==> config.mk <==
export PLATFORM = sky130hd
export DESIGN_NAME = dual_stepper_homing_sequencer_unit
export DESIGN_NICKNAME = d
export VERILOG_FILES = /design/src/hw/rtl/dshs_pkg.sv /design/src/hw/rtl/dual_stepper_homing_sequencer_unit.sv
export SDC_FILE = /design/constraint.sdc
export NUM_CORES = 1
export LEC_CHECK = 0
export BUFFER_PORTS_ARGS = -buffer_cell sky130_fd_sc_hd__buf_4
export CAP_MARGIN = 10
export CORE_MARGIN = 1
export CORE_UTILIZATION = 50
export CTS_BUF_LIST = sky130_fd_sc_hd__clkbuf_8
export CTS_CLUSTER_SIZE = 16
export DETAILED_ROUTE_END_ITERATION = 6
export PLACE_DENSITY = 0.69
export RECOVER_POWER = 25
export SLEW_MARGIN = 40
export SYNTH_ARGS = -nofsm -noshare
export SYNTH_HDL_FRONTEND = slang
export SYNTH_SLANG_ARGS = --single-unit
==> constraint.sdc <==
create_clock -name clk -period 12.02 [get_ports clk]
set_input_delay 0.601 -clock clk [delete_from_list [all_inputs] [get_ports clk]]
set_output_delay 0.601 -clock clk [all_outputs]
set_load 0.1 [all_outputs]
==> src/hw/rtl/dshs_pkg.sv <==
// Shared types, constants and phase tables for the dual stepper homing sequencer.
// Depends on nothing. Used by dual_stepper_homing_sequencer_unit.
package dshs_pkg;

  // Action codes of an input beat.
  localparam logic [1:0] ACT_TICK  = 2'd0;
  localparam logic [1:0] ACT_GREEN = 2'd1;
  localparam logic [1:0] ACT_RED   = 2'd2;

  // Sensor bit masks.
  localparam logic [3:0] SNS_UH = 4'b0001;
  localparam logic [3:0] SNS_UV = 4'b0010;
  localparam logic [3:0] SNS_BV = 4'b0100;
  localparam logic [3:0] SNS_BH = 4'b1000;

  localparam logic [3:0] LED_FAULT = 4'd8;

  typedef struct packed {
    logic [1:0] action;
    logic [3:0] sensors;
    logic       red_level;
    logic [2:0] mode_switch;
  } dshs_in_t;

  typedef struct packed {
    logic [7:0] drive;
    logic [3:0] leds;
    logic [2:0] mode_state;
    logic       busy_res;
    logic       fault;
  } dshs_out_t;

  // One leg of a joint move: directions, target sensors, catch-up
  // directions and wave-drive select. Direction 1 is counter-clockwise.
  typedef struct packed {
    logic       ud;
    logic       bd;
    logic [3:0] um;
    logic [3:0] bm;
    logic       ucd;
    logic       bcd;
    logic       wave;
  } dshs_leg_t;

  function automatic dshs_leg_t leg_of(input logic [2:0] idx);
    dshs_leg_t l;
    case (idx)
      3'd0:    l = '{1'b1, 1'b0, SNS_UV, SNS_BV, 1'b1, 1'b0, 1'b0};
      3'd1:    l = '{1'b0, 1'b1, SNS_UH, SNS_BH, 1'b0, 1'b1, 1'b0};
      3'd2:    l = '{1'b1, 1'b1, SNS_UH, SNS_BV, 1'b1, 1'b1, 1'b0};
      3'd3:    l = '{1'b0, 1'b0, SNS_UV, SNS_BH, 1'b0, 1'b0, 1'b0};
      3'd4:    l = '{1'b1, 1'b0, SNS_UV, SNS_BV, 1'b1, 1'b0, 1'b1};
      3'd5:    l = '{1'b0, 1'b1, SNS_UH, SNS_BH, 1'b0, 1'b1, 1'b1};
      default: l = '{1'b1, 1'b0, SNS_UV, SNS_BH, 1'b0, 1'b0, 1'b0};
    endcase
    return l;
  endfunction

  function automatic logic [7:0] tab_uni(input logic wave, input logic [1:0] p);
    logic [7:0] v;
    case ({wave, p})
      3'b000:  v = 8'hA3;
      3'b001:  v = 8'hA6;
      3'b010:  v = 8'hAC;
      3'b011:  v = 8'hA9;
      3'b100:  v = 8'hA1;
      3'b101:  v = 8'hA2;
      3'b110:  v = 8'hA4;
      default: v = 8'hA8;
    endcase
    return v;
  endfunction

  function automatic logic [7:0] tab_bi(input logic wave, input logic [1:0] p);
    logic [7:0] v;
    case ({wave, p})
      3'b000:  v = 8'h10;
      3'b001:  v = 8'h50;
      3'b010:  v = 8'h40;
      3'b011:  v = 8'h00;
      3'b100:  v = 8'h90;
      3'b101:  v = 8'h60;
      3'b110:  v = 8'h80;
      default: v = 8'h20;
    endcase
    return v;
  endfunction

  // Clockwise counts the phase up, counter-clockwise counts it down.
  function automatic logic [1:0] phase_next(input logic [1:0] p, input logic dir);
    return dir ? p - 2'd1 : p + 2'd1;
  endfunction

endpackage

==> src/hw/rtl/dual_stepper_homing_sequencer_unit.sv <==
// Top level of the dual stepper homing sequencer: sequencer state and result register.
// Depends on dshs_pkg.
//
// Usage:
// The input channel (in_valid, in_stall, in_data) carries one beat per event:
// a step-period tick with the sensor bits seen in that period, a green press or
// a red press. Every accepted beat yields exactly one result beat on the output
// channel (out_valid, out_stall, out_data) that shows the coil drive byte, the
// mode LEDs, the table state, busy and fault after that event.
// The result of an accepted beat is registered and shown from the next cycle on.
// Throughput is one beat per cycle while no result stalls; the state update is a
// single table lookup and phase step done between the state registers and themselves.
// The result register doubles as the sequencer state, so a new beat is taken
// whenever the output is empty or being taken in the same cycle. While the
// receiver stalls a waiting result, in_stall is high and nothing changes.
// After reset the unipolar motor seeks its horizontal interrupter on ticks,
// then the bipolar catches up, and the block waits for a green press.
// A bad mode switch value latches the fault until the next reset.
module dual_stepper_homing_sequencer_unit
  import dshs_pkg::*;
(
  input  logic      clk,
  input  logic      rst_n,
  input  logic      in_valid,
  output logic      in_stall,
  input  dshs_in_t  in_data,
  output logic      out_valid,
  input  logic      out_stall,
  output dshs_out_t out_data
);

  // Each joint-move leg owns three consecutive codes: joint stepping, bipolar
  // catch-up and unipolar catch-up.
  localparam logic [4:0] A_IDLE     = 5'd0;
  localparam logic [4:0] A_WAIT     = 5'd1;
  localparam logic [4:0] A_FAULT    = 5'd2;
  localparam logic [4:0] A_INIT_UNI = 5'd3;
  localparam logic [4:0] A_INIT_BI  = 5'd4;
  localparam logic [4:0] A_SYNC_UNI = 5'd5;
  localparam logic [4:0] A_SYNC_BI  = 5'd6;
  localparam logic [4:0] A_MOVE1    = 5'd7;
  localparam logic [4:0] A_HOME3    = 5'd8;
  localparam logic [4:0] A_HOME3_U  = 5'd10;
  localparam logic [4:0] A_SWEEP_A  = 5'd11;
  localparam logic [4:0] A_SWEEP_AU = 5'd13;
  localparam logic [4:0] A_SWEEP_B  = 5'd14;
  localparam logic [4:0] A_SWEEP_BU = 5'd16;

  logic [4:0] act_r, act_nxt;
  logic [2:0] ts_r, ts_nxt;
  logic [1:0] uph_r, uph_nxt;
  logic [1:0] bph_r, bph_nxt;
  logic [7:0] drv_r, drv_nxt;
  logic [3:0] led_r, led_nxt;
  logic [2:0] pend_r, pend_nxt;
  logic       out_valid_r;

  logic       accept;
  logic       in_leg;
  logic [4:0] leg_base;
  logic [2:0] leg_idx;
  logic [1:0] kind;
  dshs_leg_t  lg;

  assign in_stall = out_valid_r && out_stall;
  assign accept   = in_valid && !in_stall;

  // Which joint-move leg is running, and its first activity code.
  always_comb begin
    kind = (ts_r >= 3'd4 && ts_r <= 3'd6) ? 2'(ts_r - 3'd4) : 2'd0;
    in_leg   = 1'b1;
    leg_base = A_HOME3;
    leg_idx  = 3'd6;
    if (act_r >= A_HOME3 && act_r <= A_HOME3_U) begin
      leg_base = A_HOME3;
      leg_idx  = 3'd6;
    end else if (act_r >= A_SWEEP_A && act_r <= A_SWEEP_AU) begin
      leg_base = A_SWEEP_A;
      leg_idx  = {kind, 1'b0};
    end else if (act_r >= A_SWEEP_B && act_r <= A_SWEEP_BU) begin
      leg_base = A_SWEEP_B;
      leg_idx  = {kind, 1'b1};
    end else begin
      in_leg = 1'b0;
    end
    lg = leg_of(leg_idx);
  end

  always_comb begin
    logic [1:0] off;
    logic       uh;
    logic       bh;
    logic       leg_done;
    logic [1:0] t;
    logic [3:0] mv_mask;
    logic       mv_uni;
    logic       mv_dir;

    act_nxt  = act_r;
    ts_nxt   = ts_r;
    uph_nxt  = uph_r;
    bph_nxt  = bph_r;
    drv_nxt  = drv_r;
    led_nxt  = led_r;
    pend_nxt = pend_r;

    off      = 2'(act_r - leg_base);
    uh       = (in_data.sensors & lg.um) != 4'd0;
    bh       = (in_data.sensors & lg.bm) != 4'd0;
    leg_done = 1'b0;
    t        = ts_r[1:0];
    unique case (t)
      2'd0:    begin mv_mask = SNS_UV; mv_uni = 1'b1; mv_dir = 1'b1; end
      2'd1:    begin mv_mask = SNS_BV; mv_uni = 1'b0; mv_dir = 1'b0; end
      2'd2:    begin mv_mask = SNS_UH; mv_uni = 1'b1; mv_dir = 1'b0; end
      default: begin mv_mask = SNS_BH; mv_uni = 1'b0; mv_dir = 1'b1; end
    endcase

    if (act_r != A_FAULT) begin
      unique case (in_data.action)
        ACT_TICK: begin
          if (act_r == A_INIT_UNI || act_r == A_SYNC_UNI) begin
            if ((in_data.sensors & SNS_UH) != 4'd0) begin
              ts_nxt = 3'd3;
              if ((in_data.sensors & SNS_BH) == 4'd0) begin
                bph_nxt = phase_next(bph_r, 1'b0);
                drv_nxt = tab_bi(1'b0, bph_nxt);
                act_nxt = act_r + 5'd1;
              end else if (act_r == A_INIT_UNI) begin
                act_nxt = A_WAIT;
              end else begin
                ts_nxt  = pend_r;
                act_nxt = A_IDLE;
              end
            end else begin
              uph_nxt = phase_next(uph_r, 1'b0);
              drv_nxt = tab_uni(1'b0, uph_nxt);
            end
          end else if (act_r == A_INIT_BI || act_r == A_SYNC_BI) begin
            if ((in_data.sensors & SNS_BH) != 4'd0) begin
              if (act_r == A_INIT_BI) begin
                act_nxt = A_WAIT;
              end else begin
                ts_nxt  = pend_r;
                act_nxt = A_IDLE;
              end
            end else begin
              bph_nxt = phase_next(bph_r, 1'b0);
              drv_nxt = tab_bi(1'b0, bph_nxt);
            end
          end else if (act_r == A_MOVE1) begin
            if ((in_data.sensors & mv_mask) != 4'd0) begin
              ts_nxt  = {1'b0, t + 2'd1};
              act_nxt = A_IDLE;
            end else if (mv_uni) begin
              uph_nxt = phase_next(uph_r, mv_dir);
              drv_nxt = tab_uni(1'b0, uph_nxt);
            end else begin
              bph_nxt = phase_next(bph_r, mv_dir);
              drv_nxt = tab_bi(1'b0, bph_nxt);
            end
          end else if (in_leg) begin
            // Joint step until one motor arrives, then the other catches up.
            if (off == 2'd0) begin
              if (!uh && !bh) begin
                uph_nxt = phase_next(uph_r, lg.ud);
                bph_nxt = phase_next(bph_r, lg.bd);
                drv_nxt = (tab_uni(lg.wave, uph_nxt) & 8'h0F) |
                          (tab_bi(lg.wave, bph_nxt) & 8'hF0);
              end else if (uh && !bh) begin
                bph_nxt = phase_next(bph_r, lg.bcd);
                drv_nxt = tab_bi(lg.wave, bph_nxt);
                act_nxt = leg_base + 5'd1;
              end else if (bh && !uh) begin
                uph_nxt = phase_next(uph_r, lg.ucd);
                drv_nxt = tab_uni(lg.wave, uph_nxt);
                act_nxt = leg_base + 5'd2;
              end else begin
                leg_done = 1'b1;
              end
            end else if (off == 2'd1) begin
              if (!bh) begin
                bph_nxt = phase_next(bph_r, lg.bcd);
                drv_nxt = tab_bi(lg.wave, bph_nxt);
              end else if (!uh) begin
                uph_nxt = phase_next(uph_r, lg.ucd);
                drv_nxt = tab_uni(lg.wave, uph_nxt);
                act_nxt = leg_base + 5'd2;
              end else begin
                leg_done = 1'b1;
              end
            end else begin
              if (!uh) begin
                uph_nxt = phase_next(uph_r, lg.ucd);
                drv_nxt = tab_uni(lg.wave, uph_nxt);
              end else begin
                leg_done = 1'b1;
              end
            end

            if (leg_done) begin
              if (leg_base == A_HOME3) begin
                ts_nxt  = pend_r;
                act_nxt = A_IDLE;
              end else if (leg_base == A_SWEEP_A) begin
                act_nxt = A_SWEEP_B;
              end else begin
                // The red level only ends a sweep after a full cycle.
                act_nxt = in_data.red_level ? A_IDLE : A_SWEEP_A;
              end
            end
          end
        end
        ACT_GREEN: begin
          if (act_r == A_IDLE || act_r == A_WAIT) begin
            logic       ok;
            logic [3:0] led;
            logic [2:0] st;
            ok  = 1'b1;
            led = 4'd0;
            st  = 3'd0;
            unique case (in_data.mode_switch)
              3'd6:    begin led = 4'd1; st = 3'd0; end
              3'd5:    begin led = 4'd2; st = 3'd4; end
              3'd4:    begin led = 4'd3; st = 3'd5; end
              3'd3:    begin led = 4'd4; st = 3'd6; end
              default: ok = 1'b0;
            endcase
            if (!ok) begin
              led_nxt = LED_FAULT;
              act_nxt = A_FAULT;
            end else if (act_r == A_WAIT) begin
              led_nxt = led;
              ts_nxt  = st;
              act_nxt = A_IDLE;
            end else begin
              led_nxt  = led;
              pend_nxt = st;
              act_nxt  = (st == 3'd5) ? A_HOME3 : A_SYNC_UNI;
            end
          end
        end
        ACT_RED: begin
          if (act_r == A_IDLE) begin
            if (ts_r <= 3'd3) begin
              act_nxt = A_MOVE1;
            end else if (ts_r <= 3'd6) begin
              act_nxt = A_SWEEP_A;
            end
          end
        end
        default: begin
        end
      endcase
    end
  end

  always_ff @(posedge clk) begin
    if (!rst_n) begin
      act_r       <= A_INIT_UNI;
      ts_r        <= 3'd0;
      uph_r       <= 2'd0;
      bph_r       <= 2'd0;
      drv_r       <= 8'd0;
      led_r       <= 4'd0;
      pend_r      <= 3'd0;
      out_valid_r <= 1'b0;
    end else begin
      if (accept) begin
        act_r  <= act_nxt;
        ts_r   <= ts_nxt;
        uph_r  <= uph_nxt;
        bph_r  <= bph_nxt;
        drv_r  <= drv_nxt;
        led_r  <= led_nxt;
        pend_r <= pend_nxt;
      end
      if (accept) begin
        out_valid_r <= 1'b1;
      end else if (!out_stall) begin
        out_valid_r <= 1'b0;
      end
    end
  end

  // The sequencer state itself is the result register; it only moves on an
  // accepted beat, which cannot happen while a result is stalled.
  assign out_valid           = out_valid_r;
  assign out_data.drive      = drv_r;
  assign out_data.leds       = led_r;
  assign out_data.mode_state = ts_r;
  assign out_data.busy_res   = act_r > A_FAULT;
  assign out_data.fault      = act_r == A_FAULT;

endmodule
==> flow_summary.yaml, run 1 <==
global_route:
  grt_overflow: 0
  grt_pass1_wl_um: 14100
  grt_pass1_vias: 2874
  grt_usage: 0.273
  grt_max_degree: 38
  antenna_found_initial: 0
clocking:
  cts_resized: 0
  cts_sinks: 28
  cts-root-buf: "clkbuf_8"
  clk_latency_ns: 0.28
  post-cts-setup-buffers: 0
  cts_inserted_buffers: 3
  clockBufferDepth: 2
  cts_tree: "built"
  cts_hold_buf: 0
  ctsHtreeMaxLevel: 1
  cts.clk_slew.worst_paths_ns: 0.11
pwr:
  powerDensity_mw_per_mm2: 90.9
  p_leak_uw: 0.00140
  fin_total_pwr_uw: 312
  clockPowerShare: 0.173
  ir_worst_vdd_mv: 0.0633
  sw_frac_of_total: 0.463
  p_sw_uw: 144
  p_comb_frac: 0.494
  internal_power_uw: 168
  pwr-share-seq: 0.333
synthesis:
  yosys.area_share.simple: 0.241
  syn_area_mm2: 0.00319
  synth_nets: 469
  synth_ff_type: "dfxtp_1"
  synth_top_family_by_area: "compound AO/OA/AOI/OAI gates"
  ys_top_cells_by_area: "dfxtp_1 (18%), ha_1 (12%), nand2_1 (4.7%), o21ai_0 (4.4%), mux2i_1 (4.1%)"
  synthAdderAreaFrac: 0.118
  synth-xor-area-share: 0.0467
  yosys.area.top_type: "dfxtp_1"
  synth_top_area_share: 0.176
  ys_warn_count: 0
  async_flop_share: 0
  ys_seq_area_frac: 0.176
  synth-edff-count: 0
  synth_mux_area_frac: 0.0443
  ys_ff_latch: 28
  synth_compound_area_frac: 0.313
  syn_area_per_cell_um2: 7.50
  syn_inst: 425
  synth_cell_types: 75
sta:
  max_freq_mhz: 201
  fin_setup_tns_ns: 0
  setup_viol: 0
  relSlewSlack: 0.225
  fin_crit_sh: 0.414
  final_hold_viol_count: 0
  finalMaxSlewViolations: 0
  setup_slack_ns: 7.04
  final.min_clock_period_ns: 4.98
  clock_skew_ns: 0.00828
  worst_pin_slew_ns: 1.17
  rsz0062_at_grt: "no"
floorplanning:
  die_h_um: 81.9
  die-width_um: 81.9
  start_util: 0.529
  io-pin-count: 33
  row_count: 28
  design.core.area_mm2: 0.00603
  dieArea_mm2: 0.00670
layout:
  regArea_um2: 561
  utilization: 0.570
  area_growth_pct: 7.61
  drive_gt1_frac: 0.0917
  multi_input_area_mm2: 0.00243
  final_common_cell: "nand2_1"
  fin_nets: 482
  nFillCells: 615
  mostFrequentLayoutCells: "nand2_1 (40), ha_1 (30), nor2_1 (29)"
  diodes: 0
drt:
  vias: 3255
  wl_per_cell_um: 17.7
  drc: 0
  antenna_left: 0
  wl_um: 9050
  drt-initial-drc-count: 259
  firstDrtPassIters: 5
  vias_per_cell: 6.37
setup_path:
  start_kind: "flip-flop"
  worstPathRequired_ns: 12.24
  crit_family: "compound AO/OA/AOI/OAI gates"
  cpPeakStageDelay_ns: 0.68
  crit_arrival_ns: 5.19
  path_cells: "inv_1, ha_1, o21ba_1, a211o_1, inv_1, ha_1, xnor2_1, a2111oi_1, a211oi_2, nor2_2, a221o_1, a31o_4, or4_1, a21boi_1"
  worst-path-buf-inv: 2
  cp-end-kind: "flip-flop"
  path_class: "reg2reg"
  cpMaxStageDelayCell: "dfxtp_1"
  worstPathMaxFanout: 17
flow_run:
  cap_violations: 0
min_path:
  min_path_type: "reg2reg"
outcome:
  status: "complete, no violations"
place:
  hpwl_um: 6830
  place.gp.congestion: 1.01
  port_buffers: 32
  place_worst_setup_slack_ns: 7.17
==> area by class of cell <==
cell class / instances / share of cell area
multi-input cells: 347 / 0.709
flip-flops and latches: 28 / 0.163
repair buffers: 33 / 0.0612
inverters: 25 / 0.0273
well taps: 75 / 0.0273
clock buffers: 3 / 0.0120
==> routing by layer <==
layer	global-route usage	vias to the layer above	wire length, µm
met5	0	-	0
met2	0.473	124	4300
met4	0.0754	0	223
li1	-	1589	-
met3	0.0478	21	528
met1	0.343	1521	4000
==> per-stage QoR <==
step	area, µm²	std cells	hold slack, ns
5_1_grt	3430	511	0.528
4_1_cts	3470	511	0.497
3_3_place_gp	3430	508	0.457
3_5_place_dp	3430	508	0.482
6_report	3430	511	0.484
2_1_floorplan	3190	425	0.483
==> worst paths after layout <==
check	to	slack (ns)	cells after the start	start
worst max-delay path	act_r[4]	7.04	14	act_r[1]
worst min-delay path	drv_r[4]	0.48	2	drv_r[4]
worst max register to register	act_r[4]	7.04	14	act_r[1]
worst min register to register	drv_r[4]	0.48	2	drv_r[4]
==> cells by family (layout without fill, tap and decap cells) <==
group | Yosys count | count (layout)
compound gates | 138 | 138
buf+inv | 50 | 61
mux | 14 | 14
simple gates | 148 | 148
fa+ha+maj | 30 | 30
flops | 28 | 28
xor+xnor | 17 | 17
==> power by group through the flow <==
| stage | Combinational (µW) | Sequential, µW | Clock, µW |
|---|---|---|---|
| finish | 154 | 104 | 53.8 |
| global route | 166 | 105 | 58.2 |
| CTS | 153 | 104 | 56.4 |
| detailed placement | 152 | 106 | 0 |
| global placement | 152 | 106 | 0 |
| floorplan | 103 | 119 | 0 |
==> worst register-to-register path: cells and delay by family (launching register included) <==
family	cells	cell delay (ns)
AOI/OAI and AO/OA	7	2.31
xor gates and xnor gates	1	0.31
adders and majority gates	2	0.57
buffers and inverters	2	0.37
DFF	1	0.68
and+or+nand+nor	2	0.67
==> cells in the mapped netlist (all sizes together) (8+ instances only) <==
cell,n
nor2b,9
dfxtp,28
clkbuf,17
ha,30
nand2b,10
buf,8
nand2,40
inv,25
o21ai,28
nor2,31
a21oi,20
xnor2,13
a31oi,10
nor3,11
nand3,12
mux2i,13
==> registers in the layout, summed over array words and instances, names as in the netlist <==
name       flops
bph_r          2
ts_r           3
drv_r          8
pend_r         3
out_valid      1
uph_r          2
led_r          4
act_r          5
(Power assumes the default switching activity.)
==> run 2, diff against run 1 <==
Settings changed: PLACE_DENSITY 0.69 to 0.72.
Clock period 12.02 ns to 4.2 ns, I/O delays scaled along.
==> run 2 against run 1 <==
  * Routed wire length increased by 0.27%
  * Clock power rose to 2.8 times the previous value
  * Global-route usage increased by 0.21 points
  * Sequential share of layout area decreased by 0.30 points
  * Critical path depth is 1 lower
  * Via count up 0.15%
  * Combinational power rose to 3.0 times the previous value
  * Power increased to 2.9 times the previous value
  * Worst setup slack got worse by 6.9 ns
  * Register-to-register slack lost 6.9 ns
  * Core utilization is 1.1 points higher
  * Non-clock buffer count up 7
  * Largest cell class unchanged
==> flow_summary.yaml, run 2 (synthesis results as in run 1) <==
outcome:
  status: "complete, no violations"
layout:
  mostFrequentLayoutCells: "nand2_1 (40), ha_1 (30), buf_4 (30)"
  drive_gt1_frac: 0.108
  largest_reg_flops: 8
  fin_nets: 489
  area_growth_pct: 9.65
  multi_input_area_mm2: 0.00244
  diodes: 0
  regArea_um2: 561
  top_regs: "drv_r x8, act_r x5, led_r x4"
  nFillCells: 620
  final_cell_area_mm2: 0.00350
  top_register: "drv_r"
  final_common_cell: "nand2_1"
sta:
  setup_slack_ns: 0.136
  finalMaxSlewViolations: 0
  max_freq_mhz: 246
  setup_viol: 0
  clock_skew_ns: 0.00385
  final_hold_viol_count: 0
  final.min_clock_period_ns: 4.06
  relSlewSlack: 0.214
  worst_pin_slew_ns: 1.18
  fin_crit_sh: 0.968
drt:
  wl_um: 9080
  drc: 0
  antenna_left: 0
  drt-initial-drc-count: 229
  vias: 3260
  vias_per_cell: 6.29
  wl_per_cell_um: 17.5
  firstDrtPassIters: 5
flow_run:
  cap_violations: 0
floorplanning:
  die-width_um: 81.9
  design.core.area_mm2: 0.00603
  die_h_um: 81.9
  io-pin-count: 33
  start_util: 0.529
  row_count: 28
  dieArea_mm2: 0.00670
place:
  hpwl_um: 6930
  place.gp.congestion: 0.963
  port_buffers: 32
  placed_area_mm2: 0.00347
  place_worst_setup_slack_ns: 0.200
pwr:
  p_leak_uw: 0.00144
  powerDensity_mw_per_mm2: 259
  ir_worst_vdd_mv: 0.189
  fin_total_pwr_uw: 904
setup_path:
  worstPathMaxFanout: 14
  crit_arrival_ns: 4.28
  rr_startpoint: "act_r[0]"
  cp-end-kind: "flip-flop"
  path_class: "reg2reg"
  start_kind: "flip-flop"
  rr_endpoint: "act_r[4]"
  reg2reg_slack_ns: 0.14
  worstPathRequired_ns: 4.42
  r2r_cells: 13
  crit_start: "act_r[0]"
clocking:
  clk_latency_ns: 0.28
  cts.clk_slew.worst_paths_ns: 0.09
  clockBufferDepth: 2
  ctsHtreeMaxLevel: 1
  cts_sinks: 28
  cts_tree: "built"
  cts_inserted_buffers: 3
  cts-root-buf: "clkbuf_8"
  cts_hold_buf: 0
global_route:
  grt_overflow: 0
  grt_pass1_wl_um: 14200
  grt_pass1_vias: 2926
  grt_max_degree: 38
  grt_usage: 0.275
  antenna_found_initial: 0
min_path:
  hp-start: "in_valid"
  worstHoldEndpoint: "out_valid"
  min_path_cells: 2
  min_path_type: "in2reg"
[run 2: through the flow]
stage / cells / TNS [ns] / utilization / hold slack [ns]
floorplan: 425 / 0 / - / 0.334
global placement: 514 / 0 / 0.576 / 0.430
detailed placement: 514 / 0 / 0.576 / 0.436
CTS: 517 / 0 / 0.583 / 0.140
global route: 518 / -0.0167 / 0.580 / 0.134
finish: 518 / 0 / 0.580 / 0.149
[run 2: routing by layer]
metal,GRT usage,vias up,part of all wire
li1,-,1602,-
met5,0,-,0
met1,0.346,1539,0.45
met3,0.0356,18,0.043
met2,0.480,101,0.48
met4,0.0860,0,0.019
[run 2: critical path, stage by stage, from the launching register on]
cell and delay, ns:
dfxtp_1 0.52, ha_1 0.33, o21ba_1 0.20, a211o_1 0.30
buf_4 0.21, o221ai_1 0.33, and2_1 0.36, inv_1 0.13
ha_1 0.30, o21bai_1 0.07, a221o_1 0.34, a31o_4 0.27
or4_1 0.50, a21boi_1 0.13
[run 2: area by class of cell]
type                            count  area share
Clock buffer                        3      0.0118
Multi-Input combinational cell    347       0.699
Timing Repair Buffer               40      0.0751
Sequential cell                    28       0.160
Inverter                           25      0.0268
Tap cell                           75      0.0268
[run 2: repair_timing]
action / 4_1_cts / 5_1_grt
resized for setup: 0 / 2
hold endpoints to repair: 0 / 0
setup endpoints to repair: 0 / 2
buffers inserted: 0 / 1
[run 2: worst max path at each step]
stage               endpoint  slack (ns)  cells past startpoint
floorplan           act_r[4]        0.06                     16
global placement    act_r[4]        0.37                     13
detailed placement  act_r[4]        0.20                     13
CTS                 act_r[4]        0.17                     13
global route        act_r[4]      -0.009                     13
finish              act_r[4]        0.14                     13
[run 2: report_power, final]
group          internal [µW]  total (µW)  switching (µW)
clock                   64.6         151            86.0
sequential               276         291            14.3
combinational            149         463             314
